===== src/rtl/quaternion_vector_rotate_core_defines.svh =====
// Assertion macros shared by the quaternion rotation RTL.
`ifndef QUATERNION_VECTOR_ROTATE_CORE_DEFINES_SVH
`define QUATERNION_VECTOR_ROTATE_CORE_DEFINES_SVH

// Condition holds at every clock edge out of reset.
`define QVR_ASSERT_ALWAYS(lbl, expr, msg) \
  lbl: assert property (@(posedge clk) disable iff (!rst_n) (expr)) else $error(msg);

// Consequent holds in the same cycle as the antecedent.
`define QVR_ASSERT_IMPLY(lbl, ante, cons, msg) \
  lbl: assert property (@(posedge clk) disable iff (!rst_n) (ante) |-> (cons)) else $error(msg);

// Consequent holds in the cycle after the antecedent.
`define QVR_ASSERT_NEXT(lbl, ante, cons, msg) \
  lbl: assert property (@(posedge clk) disable iff (!rst_n) (ante) |=> (cons)) else $error(msg);

`endif


===== src/rtl/qvr_pkg.sv =====
// Types and fixed widths for the quaternion rotation core.
package qvr_pkg;

  // component width of every vector and quaternion part
  localparam int COMP_W = 32;
  // cross product q x v, exact
  localparam int C_W    = 65;
  // squared quaternion norm, unsigned
  localparam int N2_W   = 65;
  // partial products of a 32-bit part with a split cross term
  localparam int LO_W   = 66;
  localparam int HI_W   = 64;
  localparam int LO_SPLIT = 33;
  // full product of a 32-bit part with a cross term
  localparam int P_W    = 98;
  // numerator 2*(w*c + q x c)
  localparam int NUM_W  = 100;
  // quotient bits; the correction never exceeds twice the vector length
  localparam int QB     = 34;
  localparam int REM_W  = 65;

  // one queued word after the front end has classified it
  typedef struct packed {
    logic                        conj;   // rotate by the conjugate
    logic                        pass;   // zero quaternion, vector passes through
    logic [COMP_W-1:0]           w;
    logic [2:0][COMP_W-1:0]      q;
    logic [2:0][COMP_W-1:0]      v;
  } qvr_item_t;

  // queue status toward its neighbors
  typedef struct packed {
    logic full;
    logic valid;
  } qvr_fifo_stat_t;

endpackage


===== src/rtl/qvr_fifo.sv =====
// Short queue between the front end and the arithmetic pipeline.
`include "quaternion_vector_rotate_core_defines.svh"
module qvr_fifo #(
  parameter int DEPTH = 4
) (
  input  logic                    clk,
  input  logic                    rst_n,
  input  logic                    push,
  input  qvr_pkg::qvr_item_t      push_item,
  input  logic                    pop,
  output qvr_pkg::qvr_item_t      pop_item,
  output qvr_pkg::qvr_fifo_stat_t stat
);
  import qvr_pkg::*;

  localparam int AW = (DEPTH > 1) ? $clog2(DEPTH) : 1;
  localparam int CW = $clog2(DEPTH + 1);

  qvr_item_t       mem_r [DEPTH];
  logic [AW-1:0]   wr_ptr_r, wr_ptr_nxt;
  logic [AW-1:0]   rd_ptr_r, rd_ptr_nxt;
  logic [CW-1:0]   cnt_r, cnt_nxt;

  assign stat.valid = (cnt_r != '0);
  assign stat.full  = (cnt_r == CW'(DEPTH));
  assign pop_item   = mem_r[rd_ptr_r];

  // pointer wrap and occupancy
  always_comb begin
    wr_ptr_nxt = wr_ptr_r;
    rd_ptr_nxt = rd_ptr_r;
    cnt_nxt    = cnt_r;
    if (push) begin
      wr_ptr_nxt = (wr_ptr_r == AW'(DEPTH - 1)) ? '0 : wr_ptr_r + 1'b1;
    end
    if (pop) begin
      rd_ptr_nxt = (rd_ptr_r == AW'(DEPTH - 1)) ? '0 : rd_ptr_r + 1'b1;
    end
    if (push && !pop) begin
      cnt_nxt = cnt_r + 1'b1;
    end else if (pop && !push) begin
      cnt_nxt = cnt_r - 1'b1;
    end
  end

  always_ff @(posedge clk) begin
    if (!rst_n) begin
      wr_ptr_r <= '0;
      rd_ptr_r <= '0;
      cnt_r    <= '0;
    end else begin
      wr_ptr_r <= wr_ptr_nxt;
      rd_ptr_r <= rd_ptr_nxt;
      cnt_r    <= cnt_nxt;
    end
  end

  always_ff @(posedge clk) begin
    if (push) begin
      mem_r[wr_ptr_r] <= push_item;
    end
  end

  `QVR_ASSERT_ALWAYS(a_cnt_bound, cnt_r <= CW'(DEPTH), "queue count above depth")
  `QVR_ASSERT_IMPLY(a_no_overflow, push, !stat.full || pop, "push into full queue")
  `QVR_ASSERT_NEXT(a_pop_drains, pop && !push, cnt_r == $past(cnt_r) - 1'b1, "pop lost")

endmodule


===== config.mk =====
export PLATFORM = sky130hd
export DESIGN_NAME = qvr_fifo
export DESIGN_NICKNAME = d
export VERILOG_FILES = /design/src/rtl/qvr_pkg.sv /design/src/rtl/qvr_fifo.sv
export VERILOG_INCLUDE_DIRS = /design/src /design/src/rtl
export SDC_FILE = /design/constraint.sdc
export NUM_CORES = 1
export LEC_CHECK = 0
export ABC_CLOCK_PERIOD_IN_PS = 7100
export BUFFER_PORTS_ARGS = -buffer_cell sky130_fd_sc_hd__buf_2
export CAP_MARGIN = 15
export CORE_UTILIZATION = 35
export DETAILED_ROUTE_END_ITERATION = 6
export HOLD_SLACK_MARGIN = 0.15
export SYNTH_ARGS = -nofsm -noshare
export SYNTH_HDL_FRONTEND = slang
export SYNTH_SLANG_ARGS = --single-unit
export TNS_END_PERCENT = 30

===== constraint.sdc =====
create_clock -name clk -period 7.1 [get_ports clk]
set_input_delay 0.355 -clock clk [delete_from_list [all_inputs] [get_ports clk]]
set_output_delay 0.355 -clock clk [all_outputs]
set_load 0.01 [all_outputs]

# After elaboration in Yosys (flattened, before gate mapping)
# Memories as Yosys holds them, arrays and structs flattened. A register that Yosys moved wholly into a read port is not among the register bits.
# Index checks and enable logic that the tools add are counted.
# word_totals
ff_bits	7
ram_bits	904
out_inout_bits	228
memories	1
# classes
add_sub_neg	4
n_eq_ne	3
n_mux	8
n_reduce_logical	6
# memory_table
name	words	word_bits	read_ports	rd_clocked_by_memory_dff	write_ports	line_no	rtl
mem_r	4	226	1	1	1	qvr_fifo.sv:19	qvr_item_t mem_r [DEPTH];
# ops
cell	n
two-way mux 2 bit	4
two-way mux 3 bit	2
adder 2 x 1 -> 2 bit, second input constant	2
== test 2 bit, second input constant	2
adder 3 x 1 -> 3 bit, second input constant	1
== test 3 bit, second input constant	1
nonzero test 3 bit	1
subtractor 3 x 1 -> 3 bit, second input constant	1
logical AND 1 bit	2
zero test 1 bit	2
two-way mux 1 bit	2
nonzero test 2 bit	1

# Longest topological paths before layout
# logic_depth
word_depth	4
ltp_mapped	7

# Worst setup path after synthesis
# OpenSTA, ideal clock, no wires.
# synth_timing
kind	reg2reg
start	reg wr_ptr_r[0]
end	mem mem_r[0][0] in the netlist's numbering (enable)
t_arrival_ns	5.673
required_time_ns	6.486
setup_slack_ns	0.813
path_stages_with_launch	4
synth_period_minus_slack_ns	6.287
path_cell_list	dfxtp_1 inv_1 ha_1 and2_1
# synth_lines
element	line_no	rtl
from (decl)	qvr_fifo.sv:20	logic [AW-1:0] wr_ptr_r, wr_ptr_nxt;
from (signal assigned)	qvr_fifo.sv:52	wr_ptr_r <= wr_ptr_nxt;
to (decl)	qvr_fifo.sv:19	
# No word-level cell before the write port.

==> out/qor.yml <==
run_status:
  status: "finished clean"
critical_path:
  start_kind: "flop"
  crit_path_cell_trace: "buf_12 -> buf_12 -> mux4_2 -> buf_2"
  path_delay_family: "buffers and inverters"
  required_ns: 6.74
  criticalPathCategory: "reg2out"
  cp_max_fo: 56
  critPathSlowestCell: "dfxtp_4"
  cp-end-kind: "output pin"
  crit_top_cell: "buf_12"
  crit_buf_inv: 3
  arrival_ns: 3.61
  max_stage_delay_ns: 1.00
timing:
  whs_ns: 0.4483
  max_freq_mhz: 252.5
  min_period_ns: 3.961
  worst_pin_slew_ns: 1.177
  maxSlewViolCount: 0
  setup_viol: 0
  period_share_pct: 55.79
  fin_worst_skew_ns: 0.01778
  relSlewSlack_pct: 21.51
  rsz0062_at_grt: "no"
  tns_ns: 0
  finalHoldViolations: 0
global_routing:
  grt_pass1_vias: 17450
  grt_max_degree: 133
  grtUsageMet3_pct: 4.809
  grtUsageMet1_pct: 16.68
  use_met2_pct: 24.38
  track_usage_pct: 14.11
  grt.busiest_layer: "met2"
  grt_overflow: 0
  antenna_found_initial: 9
  grt_first_pass_wirelength_mm: 101.7
pwr:
  ir_worst_vdd_uv: 289.3
  p_per_area_nw_per_um2: 284.9
  leakagePower_nw: 14.01
synthesis:
  synth_async_sr_flop_share_pct: 0
  synth_flop_cell: "edfxtp_1"
  synth.distinct_cells: 22
  ys_warn_count: 0
  netlist_area_um2: 33040
  netlist_top_cells_count: "904 x edfxtp_1, 226 x mux4_2, 25 x buf_2"
  ys_top_cells_by_area: "edfxtp_1 82%, mux4_2 15%, buf_6 0.58%, dfxtp_1 0.55%, buf_2 0.38%"
  synth_top_area_cell: "edfxtp_1"
  synth-seq-cells: 913
  synth.most_common_cell: "edfxtp_1"
  yosysSeqAreaShare_pct: 82.70
  syn_avg_cell_area_um2: 26.99
  netlist.area_leader.share_pct: 82.16
  synth-edff-count: 904
  syn_nets: 1461
  netlist_instances: 1224
placement:
  hpwlAfterDp_mm: 38.74
  placed_cells: 2898
  port-buffer-count: 457
  dpl-instance-area_um2: 36770
  place_congestion: 0.7307
floorplanning:
  pin_count: 458
  die_height_um: 309.3
  fp-row-count: 112
  initial_core_util_pct: 35.35
  die_area_um2: 95640
  coreArea_um2: 93470
  dieWidth_um: 309.3
layout:
  finalInstanceArea_um2: 41990
  nets: 2206
  final_util_pct: 44.92
  drive_above_1_share_pct: 40.44
  instances_no_fill: 3302
  areaGrowthSynthToFinish_pct: 27.08
clock_network:
  htreeDepth: 3
  postCtsSetupBuffers: 0
  cts_buffers: 93
  clock_latency_ns: 0.66
  path_clk_slew_ns: 0.06
  cts_sinks: 913
  cts_buffer_depth: 3
  cts_resized: 0
  cts_tree: "built"
  cts_root_buffer: "clkbuf_16"
min_path:
  min_path_type: "in2reg"
routing:
  vias: 15500
  ant_nets: 0
  via_per_inst: 4.693
  initialDrtViolationCount: 1085
  post-route-drc-count: 0
  wl_per_cell_um: 20.59
  drtPass1Iterations: 5
  wirelength_mm: 67.99
flow_run:
  drv_cap: 0
[worst reg2reg max path, delay by kind of cell, from the launching register on]
| kind | cells | cell delay [ns] |
|---|---|---|
| fa+ha+maj | 1 | 0.18 |
| flops | 1 | 0.40 |
| simple gates | 1 | 0.59 |
| buf+inv | 1 | 0.48 |
[worst paths after layout]
| check | endpoint | cells past startpoint | start | slack (ns) |
|---|---|---|---|---|
| setup / recovery | pop_item[21] | 4 | flop | 3.14 |
| hold / removal | mem_r[1][0]$_DFFE_PP_ | 2 | push_item[0] | 0.45 |
| setup reg to reg | mem_r[1][111]$_DFFE_PP_ | 3 | wr_ptr_r[0]$_SDFFE_PN0P_ | 4.59 |
| hold reg to reg | cnt_r[2]$_SDFFE_PN0P_ | 2 | cnt_r[2]$_SDFFE_PN0P_ | 0.55 |
[cell type report]
| type | instances | area [um2] |
|---|---|---|
| fill | 7870 | 51480 |
| sequential | 913 | 27330 |
| multi-input combinational | 257 | 5364 |
| timing repair buffer | 700 | 4787 |
| clock buffer | 124 | 2539 |
| tap | 1254 | 1569 |
| clock inverter | 42 | 360.3 |
| antenna | 8 | 20.02 |
| inverter | 4 | 15.01 |
[where the power goes]
part,leakage [nW],total (mW),switching [mW],internal [mW]
Sequential,8.38,6.26,0.0694,6.19
Clock,1.41,4.63,1.94,2.69
Combinational,4.23,1.08,0.565,0.510
[cells by family after synthesis]
kind of cell             share of synthesized area (%)
multiplexers                                     15.53
adder cells (fa/ha/maj)                         0.2878
flip-flops                                       82.70
AND/OR/NAND/NOR                                 0.2764
AO/OA/AOI/OAI                                  0.06059
buffers and inverters                            1.094
XOR/XNOR                                       0.05302
[state kept, by name (all words and copies together), names as in the netlist, named ones only]
| name | flops |
|---|---|
| rd_ptr_r | 2 |
| cnt_r | 3 |
| mem_r | 904 |
| wr_ptr_r | 2 |
[cell usage in the layout (no fill, tap or decap), types with 2 or more instances in the layout]
| cell | instances |
|---|---|
| dlygate4sd3_1 | 230 |
| bufinv_16 | 5 |
| inv_6 | 4 |
| diode_2 | 8 |
| clkinv_1 | 17 |
| dfxtp_4 | 2 |
| clkbuf_1 | 26 |
| nor2b_1 | 5 |
| clkbuf_16 | 97 |
| dfxtp_1 | 7 |
| clkinvlp_4 | 2 |
| edfxtp_1 | 904 |
| buf_12 | 8 |
| and2_4 | 4 |
| mux4_2 | 226 |
| inv_1 | 4 |
| buf_2 | 457 |
| clkinv_2 | 11 |
| ha_1 | 6 |
| buf_4 | 5 |
| or3_1 | 2 |
| clkinv_8 | 2 |
| mux2i_1 | 4 |
[layer usage]
metal	vias to the layer above	wire, um	share of wire, %
li1	6837	-	-
met1	8120	26820	39
met2	432	34700	51
met3	103	5151	7.6
met4	4	1296	1.9
met5	-	23	0.034
[what timing repair did]
item                                    in CTS  in global routing
hold endpoints to repair                   913                  0
endpoints found under the setup margin       0                  0
hold buffers                               230                  0
[through the flow]
step	worst slack, ns	power [mW]
6_report	3.139	11.96
5_1_grt	2.822	12.40
4_1_cts	2.975	12.13
3_5_place_dp	3.719	7.361
3_3_place_gp	3.729	7.332
2_1_floorplan	0.8130	6.949
No activity file was read; power rests on OpenSTA's default activity.
