===== config.mk =====
export PLATFORM = sky130hd
export DESIGN_NAME = qvr_front
export DESIGN_NICKNAME = d
export VERILOG_FILES = /design/src/rtl/quaternion_vector_rotate_core_defines.svh /design/src/rtl/qvr_pkg.sv /design/src/rtl/qvr_front.sv
export SDC_FILE = /design/constraint.sdc
export NUM_CORES = 1
export LEC_CHECK = 0
export BUFFER_PORTS_ARGS = -buffer_cell sky130_fd_sc_hd__buf_4
export CAP_MARGIN = 30
export CORE_AREA = 4 4 174 176
export DETAILED_ROUTE_END_ITERATION = 12
export DIE_AREA = 0 0 178 180
export GPL_ROUTABILITY_DRIVEN = 0
export PLACE_DENSITY = 0.54
export SETUP_SLACK_MARGIN = 0.1
export SLEW_MARGIN = 10
export SYNTH_ARGS = -nofsm -noshare
export SYNTH_HDL_FRONTEND = slang
export SYNTH_SLANG_ARGS = --single-unit

===== constraint.sdc =====
create_clock -name clk -period 12.7 [get_ports clk]
set_clock_uncertainty 0.05 [all_clocks]
set_input_delay 0.635 -clock clk [delete_from_list [all_inputs] [get_ports clk]]
set_output_delay 0.635 -clock clk [all_outputs]
set_load 0.02 [all_outputs]

===== src/rtl/quaternion_vector_rotate_core_defines.svh =====
// Assertion macros shared by the quaternion rotation RTL.
`ifndef QUATERNION_VECTOR_ROTATE_CORE_DEFINES_SVH
`define QUATERNION_VECTOR_ROTATE_CORE_DEFINES_SVH

// Condition holds at every clock edge out of reset.
`define QVR_ASSERT_ALWAYS(lbl, expr, msg) \
  lbl: assert property (@(posedge clk) disable iff (!rst_n) (expr)) else $error(msg);

// Consequent holds in the same cycle as the antecedent.
`define QVR_ASSERT_IMPLY(lbl, ante, cons, msg) \
  lbl: assert property (@(posedge clk) disable iff (!rst_n) (ante) |-> (cons)) else $error(msg);

// Consequent holds in the cycle after the antecedent.
`define QVR_ASSERT_NEXT(lbl, ante, cons, msg) \
  lbl: assert property (@(posedge clk) disable iff (!rst_n) (ante) |=> (cons)) else $error(msg);

`endif


===== src/rtl/qvr_pkg.sv =====
// Types and fixed widths for the quaternion rotation core.
package qvr_pkg;

  // component width of every vector and quaternion part
  localparam int COMP_W = 32;
  // cross product q x v, exact
  localparam int C_W    = 65;
  // squared quaternion norm, unsigned
  localparam int N2_W   = 65;
  // partial products of a 32-bit part with a split cross term
  localparam int LO_W   = 66;
  localparam int HI_W   = 64;
  localparam int LO_SPLIT = 33;
  // full product of a 32-bit part with a cross term
  localparam int P_W    = 98;
  // numerator 2*(w*c + q x c)
  localparam int NUM_W  = 100;
  // quotient bits; the correction never exceeds twice the vector length
  localparam int QB     = 34;
  localparam int REM_W  = 65;

  // one queued word after the front end has classified it
  typedef struct packed {
    logic                        conj;   // rotate by the conjugate
    logic                        pass;   // zero quaternion, vector passes through
    logic [COMP_W-1:0]           w;
    logic [2:0][COMP_W-1:0]      q;
    logic [2:0][COMP_W-1:0]      v;
  } qvr_item_t;

  // queue status toward its neighbors
  typedef struct packed {
    logic full;
    logic valid;
  } qvr_fifo_stat_t;

endpackage


===== src/rtl/qvr_front.sv =====
// Front end: takes input words, decodes and classifies them, hands them to the queue.
module qvr_front (
  input  logic                  clk,
  input  logic                  rst_n,
  input  logic                  in_tvalid,
  output logic                  in_tready,
  input  logic [223:0]          in_tdata,   // vec_x, vec_y, vec_z, quat_x, quat_y, quat_z, quat_w
  input  logic [0:0]            in_tuser,   // command
  output logic                  enq_valid,
  output qvr_pkg::qvr_item_t    enq_item,
  input  qvr_pkg::qvr_fifo_stat_t fifo_stat
);
  import qvr_pkg::*;

  logic      front_valid_r;
  qvr_item_t front_item_r;
  qvr_item_t front_item_nxt;

  // holding register frees up whenever the queue has room
  assign in_tready = !front_valid_r || !fifo_stat.full;
  assign enq_valid = front_valid_r;
  assign enq_item  = front_item_r;

  // decode fields and flag the zero quaternion
  always_comb begin
    front_item_nxt.v[0] = in_tdata[31:0];
    front_item_nxt.v[1] = in_tdata[63:32];
    front_item_nxt.v[2] = in_tdata[95:64];
    front_item_nxt.q[0] = in_tdata[127:96];
    front_item_nxt.q[1] = in_tdata[159:128];
    front_item_nxt.q[2] = in_tdata[191:160];
    front_item_nxt.w    = in_tdata[223:192];
    front_item_nxt.conj = in_tuser[0];
    front_item_nxt.pass = (in_tdata[223:96] == '0);
  end

  always_ff @(posedge clk) begin
    if (!rst_n) begin
      front_valid_r <= 1'b0;
    end else if (in_tready) begin
      front_valid_r <= in_tvalid;
    end
  end

  always_ff @(posedge clk) begin
    if (in_tready && in_tvalid) begin
      front_item_r <= front_item_nxt;
    end
  end

endmodule


# Word-level counts from Yosys, hierarchy flattened

Cells that the tools add are included.

Bitwise gates (word level): 0
Shift-type cells: 0
Reductions and logical operators: 5
Muxes and demuxes: 0
$lt $le $gt $ge: 0
Div/mod/pow operators: 0
$mul: 0
Equal/unequal tests: 0
Add/sub/neg operators: 0

Operators by type and width:

| cell                | number |
|---|---|
| $logic_not A128 Y1  | 1 |
| $logic_not A1 Y1    | 2 |
| $logic_and A1 B1 Y1 | 1 |
| $logic_or A1 B1 Y1  | 1 |

Bits in latches: 0
Input bits: 230
Logic and storage cells: 15
Memories: 0
ROM bits: 0
RAM bits: 0
Bits in registers: 227
Output and inout port bits: 228

# Depth between registers and ports, before layout

Gate-level depths: netlist (run 1).

Word-level depth: 3
Depth in mapped cells: 4
Depth with buffers taken out: 4

# Worst setup path before layout (run 1)

No wires, ideal clock.

Kind: in2reg
From: in fifo_stat[1] (netlist bit)
To: reg front_item_r (netlist bit enq_item[0]), enable pin
Path buffers: 0
Path slack: 6.029 ns
Required time: 12.035 ns
Cell stages on the path: 2
Library setup time: 0.615 ns
Arrival: 6.006 ns
Cells stage by stage: nand2_1 and2_1

Word-level cells in the longest chain between the ends: 3

Ends and longest elaborated chain:

| item                 | line            | RTL |
|---|---|---|
| start, declared      | qvr_front.sv:11 | `input qvr_pkg::qvr_fifo_stat_t fifo_stat` |
| $logic_not A1 Y1     | qvr_front.sv:20 | `assign in_tready = !front_valid_r \|\| !fifo_stat.full;` |
| $logic_or A1 B1 Y1   | qvr_front.sv:20 |  |
| $logic_and A1 B1 Y1  | qvr_front.sv:46 | `if (in_tready && in_tvalid) begin` |
| end signal, assigned | qvr_front.sv:47 | `front_item_r <= front_item_nxt;` |
| end, declared        | qvr_front.sv:16 | `qvr_item_t front_item_r;` |

No other way between the ends.
A chain may end at the register's enable or synchronous reset.

# Worst setup path after layout (run 1)

From: reg front_valid_r, in the netlist enq_valid
To: reg front_item_r (netlist bit enq_item[159]), enable pin

Word-level cells in the longest chain between the ends: 3

Ends and longest elaborated chain:

| item                   | line            | RTL |
|---|---|---|
| start, declared        | qvr_front.sv:15 | `logic front_valid_r;` |
| start signal, assigned | qvr_front.sv:41 | `front_valid_r <= in_tvalid;` |
| $logic_not A1 Y1       | qvr_front.sv:20 |  |
| $logic_or A1 B1 Y1     | qvr_front.sv:20 |  |
| $logic_and A1 B1 Y1    | qvr_front.sv:46 |  |

No other way between the ends.

==> impl_metrics.toml, run 1 <==
[run_status]
status = "complete, no violations"

[power_and_ir_drop]
p_sw_frac = 0.2239
p_clk_frac = 0.398
p_sw_mw = 0.4073
power_frac_seq = 0.489
pwr-share-comb = 0.114
cellLeakagePower_nw = 4.828
vdd_drop_max_mv = 0.1011
power_density_mw_per_mm2 = 153.3
internal_power_mw = 1.412

[die]
die_w_um = 178
coreArea_mm2 = 0.02863
die-area_mm2 = 0.03204
row_count = 62
initial_utilization = 0.2481
die-height_um = 180
boundaryPins = 458

[grt]
grt_pass1_wl_um = 30730
grt_pass1_vias = 4867
use_met3 = 0.05924
met2_usage = 0.2281
busiest_layer = "met2"
gr-usage-met1 = 0.1328
grt_use_total = 0.1286
grt_max_degree = 79
antenna_found_initial = 3
gr-total-overflow = 0

[worst_setup_path]
path_delay_family = "buffers and inverters"
required_ns = 12.78
cp-end-kind = "register"
worst-path-buf-inv = 2
crit_fanout = 64
reg2reg_to = "enq_item[159]"
cp_common_cell = "buf_4"
start_kind = "register"
r2r_cells = 4
cp_cell_sequence = "nand2_1 > and2_4 > buf_4 > buf_4"
max_stage_delay_ns = 0.77
rrSetupSlack_ns = 9.91
crit_arrival_ns = 2.88
crit_slowest_cell = "buf_4"
worst-setup-path-type = "register to register"
reg2reg_from = "enq_valid"

[layout]
drive_gt1_frac = 0.6392
final_nets = 991
regArea_mm2 = 0.006807
num-fill-cells = 2643
final_common_cell = "buf_4"
mostFrequentLayoutCells = "459 x buf_4, 226 x edfxtp_1, 31 x nor4_1"
finish.utilization = 0.4147
multiInputGateArea_um2 = 299.0
area_growth_pct = 67.11

[clock_network]
hold_buffers = 0
cts-root-buf = "clkbuf_16"
htreeDepth = 1
cts_tree = "built"
post-cts-setup-buffers = 0
ctsResizeCount = 0
cts_sinks = 227
worstSkewPairLatency_ns = 0.51
clock_path_buffers = 3
clkTransAtPathRegs_ns = 0.06
cts_made_buffers = 25

[placed_design]
io_buffer_count = 456
dp_hpwl_um = 17830

[sta]
hold_viol = 0
drv_slew = 0
max_freq_mhz = 358.0
rsz0062_at_grt = "false"
hold_ws_ns = 0.2479
period_minus_slack_ns = 2.794
tightest_slew_ns = 0.8621
max_slew_margin = 0.4253
finalSetupViolations = 0
post-route-period-util = 0.2200
fin_setup_tns_ns = 0

[route]
routed_wl_um = 22700
vias_per_cell = 4.021
antenna_left = 0
drt-pass1-iter-count = 4
first_iter_violations = 249
route.detailed.drc = 0
vias = 4672
wl_per_cell_um = 19.53

[run]
cap_violations = 0

[synth]
avgSynthCellArea_um2 = 25.92
yosysUniqueCellTypes = 11
synthCells = 274
synth_fp_nets = 504
yosys_warnings = 0
synth-seq-area-share = 0.9583
synthesis.area_mm2 = 0.007103
synth_seq_cells = 227

[min_path]
hold_path_end = "enq_item[77]"
hold_depth = 1
hp-class = "input pin to register"
min-delay-start = "in_tdata[77]"
==> synthesized netlist by cell type <==
master,number,area (um^2)
nor4_1,31,193.9
edfxtp_1,226,6787
nor2_1,1,3.750
dfxtp_1,1,20.02
nand2_1,1,3.750
nor2b_1,1,6.260
a21oi_1,1,5.000
and2_1,1,6.260
nor4_2,1,12.51
or4_1,2,15.01
nand4_1,8,50.05
==> flip-flops by register name (all words and copies together), names as in the netlist <==
name / flops
enq_item: 226
enq_valid: 1
==> worst reg2reg max path, stage by stage, from the launching register on <==
cell     delay, ns
dfxtp_1       0.33
nand2_1       0.08
and2_4        0.35
buf_4         0.69
buf_4         0.86
==> kinds of logic after synthesis <==
kind of cell / after synthesis / synth area share
AO/OA/AOI/OAI: 1 / 0.0007039
AND/OR/NAND/NOR: 46 / 0.04104
flip-flops: 227 / 0.9583
==> area by class of cell <==
type | count | share of cell area
diodes | 2 | 0.0004216
clock buffers | 28 | 0.05365
clock inverters | 14 | 0.01423
multi-input cells | 47 | 0.02519
flip-flops and latches | 227 | 0.5734
well taps | 384 | 0.04048
repair buffers | 460 | 0.2926
==> how the worst max path moves through the flow <==
stage,start,endpoint,cells after the start
final,enq_valid,enq_item[159],4
after global routing,enq_valid,enq_item[159],4
after CTS,enq_valid,enq_item[159],4
after detailed placement,fifo_stat[1],enq_item[156],5
after global placement,fifo_stat[1],enq_item[156],5
after floorplan,fifo_stat[1],enq_item[0],2
==> power groups by stage <==
stage	clock network, mW	registers (mW)	logic [mW]
3_3_place_gp	0	0.904	0.208
3_5_place_dp	0	0.905	0.209
4_1_cts	0.746	0.890	0.209
6_report	0.724	0.889	0.207
5_1_grt	0.779	0.893	0.219
2_1_floorplan	0	0.969	0.0152
==> layer usage <==
| layer | part of all wire | vias up |
|---|---|---|
| li1 | - | 2136 |
| met1 | 0.34 | 2195 |
| met2 | 0.50 | 295 |
| met5 | 0.00088 | - |
| met3 | 0.13 | 44 |
| met4 | 0.027 | 2 |
==> stage by stage <==
| step | power, mW | worst slack [ns] | std cells | area [um^2] |
|---|---|---|---|---|
| 6_report | 1.820 | 9.906 | 1162 | 11870 |
| 3_5_place_dp | 1.114 | 9.465 | 1117 | 11030 |
| 4_1_cts | 1.844 | 9.880 | 1159 | 11840 |
| 3_3_place_gp | 1.112 | 9.466 | 1117 | 11030 |
| 5_1_grt | 1.890 | 9.730 | 1162 | 11870 |
| 2_1_floorplan | 0.9845 | 6.029 | 274 | 7103 |
No activity file was read; power rests on OpenSTA's default activity.
==> run 2, diff against run 1 <==
CORE_AREA = 4 4 175 177   (was 4 4 174 176)
DIE_AREA = 0 0 179 181   (was 0 0 178 180)
PLACE_DENSITY = 0.53   (was 0.54)
clock period = 2.86 ns   (was 12.7 ns; I/O delays follow)
==> impl_metrics.toml, run 2 (same netlist as run 1, synthesis figures left out) <==
[placed_design]
dp_hpwl_um = 17920
io_buffer_count = 456

[power_and_ir_drop]
internal_power_mw = 6.503
cellLeakagePower_nw = 5.843
pwr-share-comb = 0.146
total_power_mw = 8.351
p_sw_mw = 1.848
p_sw_frac = 0.2213
vdd_drop_max_mv = 0.4723
power_density_mw_per_mm2 = 585.6
power_frac_seq = 0.473
p_clk_frac = 0.381

[sta]
tightest_slew_ns = 0.6896
max_slew_margin = 0.5403
fin_setup_tns_ns = 0
rsz0062_at_grt = "false"
post-route-period-util = 0.6533
finalSetupViolations = 0
period_minus_slack_ns = 1.869
max_freq_mhz = 535.2
drv_slew = 0
hold_viol = 0

[worst_setup_path]
worst-path-buf-inv = 2
r2r_cells = 3
start_kind = "input pin"
path_delay_family = "simple AND/OR/NAND/NOR gates"
crit_arrival_ns = 2.19
critical_path_cell_count = 6
cp_cell_sequence = "dlygate4sd3_1 > buf_4 > nor4_1 > nand4_1 > or4_1 > nor2_1"
required_ns = 3.18
cp-end-kind = "register"
worst-setup-path-type = "input pin to register"
crit_slowest_cell = "or4_1"
max_stage_delay_ns = 0.60
crit_fanout = 2

[min_path]
hold_depth = 2
hp-class = "input pin to register"

[layout]
diodes = 0
drive_gt1_frac = 0.4970
area_growth_pct = 100.8
finish.utilization = 0.4876
final_nets = 1226
mostFrequentLayoutCells = "464 x buf_4, 227 x dlygate4sd3_1, 226 x edfxtp_1"
final_common_cell = "buf_4"
num-fill-cells = 2385
largest_register_ffs = 226

[grt]
gr-total-overflow = 0
antenna_found_initial = 1
grt_use_total = 0.1452
grt_max_degree = 42
grt_pass1_vias = 6253
grt_pass1_wl_um = 35760

[die]
die_w_um = 179
die-height_um = 181
row_count = 63
die-area_mm2 = 0.03240
boundaryPins = 458
coreArea_mm2 = 0.02924
initial_utilization = 0.2429

[clock_network]
post-cts-setup-buffers = 0
htreeDepth = 1
worstSkewPairLatency_ns = 0.51
cts_sinks = 227
clock_path_buffers = 3
cts_tree = "built"
cts-root-buf = "clkbuf_16"
cts_made_buffers = 24
clkTransAtPathRegs_ns = 0.06

[run_status]
status = "complete, no violations"

[route]
antenna_left = 0
wl_per_cell_um = 18.08
route.detailed.drc = 0
vias_per_cell = 4.035
drt-pass1-iter-count = 4
routed_wl_um = 25380
vias = 5665
first_iter_violations = 280

[run]
cap_violations = 0
-- run 2: changes by cell type in the layout (fill, tap and decap cells not counted) --
cell	previous run	this run
clkinv_4	0	1
buf_16	1	0
buf_12	0	5
dlygate4sd3_1	0	227
diode_2	2	0
clkinv_1	5	4
clkinvlp_4	2	0
clkbuf_1	3	7
buf_4	459	464
-- run 2: final timing paths --
kind	slack (ns)	startpoint	endpoint
max	0.99	in_tdata[182]	enq_item[224]
min	0.27	in_tvalid	enq_item[166]
max reg2reg	1.13	enq_valid	enq_item[87]
min reg2reg	1.01	enq_valid	enq_item[166]
-- run 2: metrics by stage --
stage | setup slack, ns | hold slack (ns) | cells | area [um^2]
after floorplan | 0.1562 | 0.1919 | 274 | 7106
after global placement | 1.013 | 0.2711 | 1133 | 11180
after detailed placement | 1.023 | 0.2723 | 1133 | 11180
after CTS | 1.014 | 0.2623 | 1404 | 14260
after global routing | 0.8711 | 0.2790 | 1404 | 14260
final | 0.9914 | 0.2740 | 1404 | 14260
-- run 2: repair_timing --
| action | 4_1_cts | 5_1_grt |
|---|---|---|
| hold buffers | 227 | 0 |
| endpoints found under the hold margin | 226 | 0 |
| resized for setup | 0 | 0 |
-- run 2: power groups by stage --
| stage | combinational [mW] | clock, mW | sequential, mW |
|---|---|---|---|
| after floorplan | 0.0687 | 0 | 4.27 |
| after global placement | 0.955 | 0 | 4.01 |
| after detailed placement | 0.959 | 0 | 4.02 |
| after CTS | 1.22 | 3.29 | 3.95 |
| after global routing | 1.28 | 3.45 | 3.96 |
| final | 1.22 | 3.18 | 3.95 |
-- run 2: layer usage --
layer,wire [um],track usage,up-vias
met5,12,0,-
met4,863,0.05373,2
met3,2850,0.05545,53
met2,13260,0.2683,328
met1,8394,0.1461,2671
li1,-,-,2611
-- run 2: layout make-up --
class	count	area (um^2)	area share
sequential	227	6807	0.4773
timing repair buffer	696	5856	0.4106
clock buffer	32	651.9	0.04571
tap	390	488.0	0.03422
multi-input combinational	47	299.0	0.02097
clock inverter	12	158.9	0.01114
==> run 3, diff against run 2 <==
ABC_AREA = 1   (was not set)
CORE_AREA = 4 4 176 178   (was 4 4 175 177)
DIE_AREA = 0 0 180 182   (was 0 0 179 181)
PLACE_DENSITY = 0.55   (was 0.53)
clock period = 1.6 ns   (was 2.86 ns; I/O delays follow)
==> impl_metrics.toml, run 3 <==
[run_status]
status = "complete, no violations"

[grt]
use_met3 = 0.05649
grt_pass1_wl_um = 38660
grt_use_total = 0.1509
gr-total-overflow = 0
grt_max_degree = 31
grt_pass1_vias = 6705
gr-usage-met1 = 0.1601
met2_usage = 0.2785
busiest_layer = "met2"
antenna_found_initial = 1

[power_and_ir_drop]
power_density_mw_per_mm2 = 1001
total_power_mw = 14.49
vdd_drop_max_mv = 0.7318
cellLeakagePower_nw = 5.985

[min_path]
hp-class = "input pin to register"

[route]
wl_per_cell_um = 17.45
antenna_left = 0
route.detailed.drc = 0
first_iter_violations = 192
vias_per_cell = 4.008
drt-pass1-iter-count = 4
vias = 5988
routed_wl_um = 26080

[synth]
synth.largest_area_cell = "edfxtp_1"
synth_seq_cells = 227
synth_area_leaders = "edfxtp_1 93%, nor2_1 4.4%, nand2_1 2.2%"
yosysUniqueCellTypes = 7
synth-seq-area-share = 0.9320
synthArstFlopShare = 0
synth_fp_nets = 588
avgSynthCellArea_um2 = 20.40
synthFlopType = "edfxtp_1"
synthCells = 358
synth_common_cells = "226 x edfxtp_1, 85 x nor2_1, 43 x nand2_1"
synth.most_common_cell = "edfxtp_1"
yosysTopAreaCellShare = 0.9292
synthesis.area_mm2 = 0.007303
synth_edf_count = 226
yosys_warnings = 0

[die]
die_w_um = 180
boundaryPins = 458
initial_utilization = 0.2484
die-height_um = 182
die-area_mm2 = 0.03276
coreArea_mm2 = 0.02940
row_count = 63

[worst_setup_path]
start_kind = "register"
crit_arrival_ns = 1.60
cp-end-kind = "register"
required_ns = 1.76
crit_fanout = 26
worst-setup-path-type = "register to register"

[layout]
area_growth_pct = 98.23
final_nets = 1315
num-fill-cells = 2445
final_common_cell = "buf_4"
multiInputGateArea_um2 = 504.2
largest_register_ffs = 226
drive_gt1_frac = 0.4574
regArea_mm2 = 0.006810
final_area_mm2 = 0.01448
mostFrequentLayoutCells = "464 x buf_4, 227 x dlygate4sd3_1, 226 x edfxtp_1"

[clock_network]
htreeDepth = 1
post-cts-setup-buffers = 0
clock_path_buffers = 3
hold_buffers = 227
cts_tree = "built"
clkTransAtPathRegs_ns = 0.06
cts_sinks = 227
worstSkewPairLatency_ns = 0.52
ctsResizeCount = 0
cts_made_buffers = 25
cts-root-buf = "clkbuf_16"

[sta]
drv_slew = 0
rsz0062_at_grt = "false"
tightest_slew_ns = 0.2663
max_freq_mhz = 693.1
finalSetupViolations = 0
hold_viol = 0
post-route-period-util = 0.9017
period_minus_slack_ns = 1.443
max_slew_margin = 0.8221

[placed_design]
io_buffer_count = 456
placed_area_mm2 = 0.01147
dp_hpwl_um = 18940

[run]
cap_violations = 0
==> run 3: final cells by class <==
class | instances | area share
sequential | 227 | 0.4704
multi-input combinational | 130 | 0.03483
timing repair buffer | 700 | 0.4100
clock inverter | 16 | 0.006482
antenna | 2 | 0.0003457
tap | 390 | 0.03371
inverter | 1 | 0.0002593
clock buffer | 28 | 0.04399
==> run 3: cells by family (layout without fill, tap and decap cells) <==
| kind of cell | count (synthesis) | in the layout | synth area share |
|---|---|---|---|
| compound gates | 2 | 2 | 0.001713 |
| buf+inv | 1 | 745 | 0.0005135 |
| flops | 227 | 227 | 0.9320 |
| other cells | 0 | 2 | 0 |
| simple gates | 128 | 128 | 0.06579 |
==> run 3: worst paths after layout <==
kind                startpoint  cells after the start            end  slack (ns)
hold / removal    fifo_stat[1]                      3  enq_item[133]        0.04
setup / recovery     enq_valid                      3   enq_item[68]        0.16
setup reg to reg     enq_valid                      3   enq_item[68]        0.16
hold reg to reg      enq_valid                      2  enq_item[133]        0.75
==> run 3: per-stage QoR <==
stage	setup slack, ns	hold slack [ns]	setup TNS, ns	std cells	utilization
after detailed placement	0.1974	0.2093	0	1221	0.3901
after floorplan	-2.971	0.1289	-671.45	358	-
after global placement	0.2097	0.2081	0	1221	0.3901
after CTS	0.1825	0.007207	0	1492	0.4922
final	0.1572	0.04039	0	1494	0.4924
after global routing	0.1291	0.02488	0	1493	0.4923
==> run 3: power by group <==
part           switching, mW  leakage [nW]  total [mW]  internal [mW]
sequential             0.104          2.20        7.07           6.96
clock                   2.20         0.357        5.19           2.99
combinational           1.04          3.43        2.24           1.20
==> run 3: critical path, cell delays in order (launching register included) <==
cell and delay (ns):
dfxtp_4 0.36, a21oi_4 0.27, buf_12 0.22, buf_12 0.21
==> run 3: per-layer routing <==
metal | vias to the layer above | share of wire | wire (um)
met1 | 2831 | 0.36 | 9293
met4 | 0 | 0.024 | 632
li1 | 2786 | - | -
met3 | 48 | 0.091 | 2376
met5 | - | 0 | 0
met2 | 323 | 0.53 | 13770
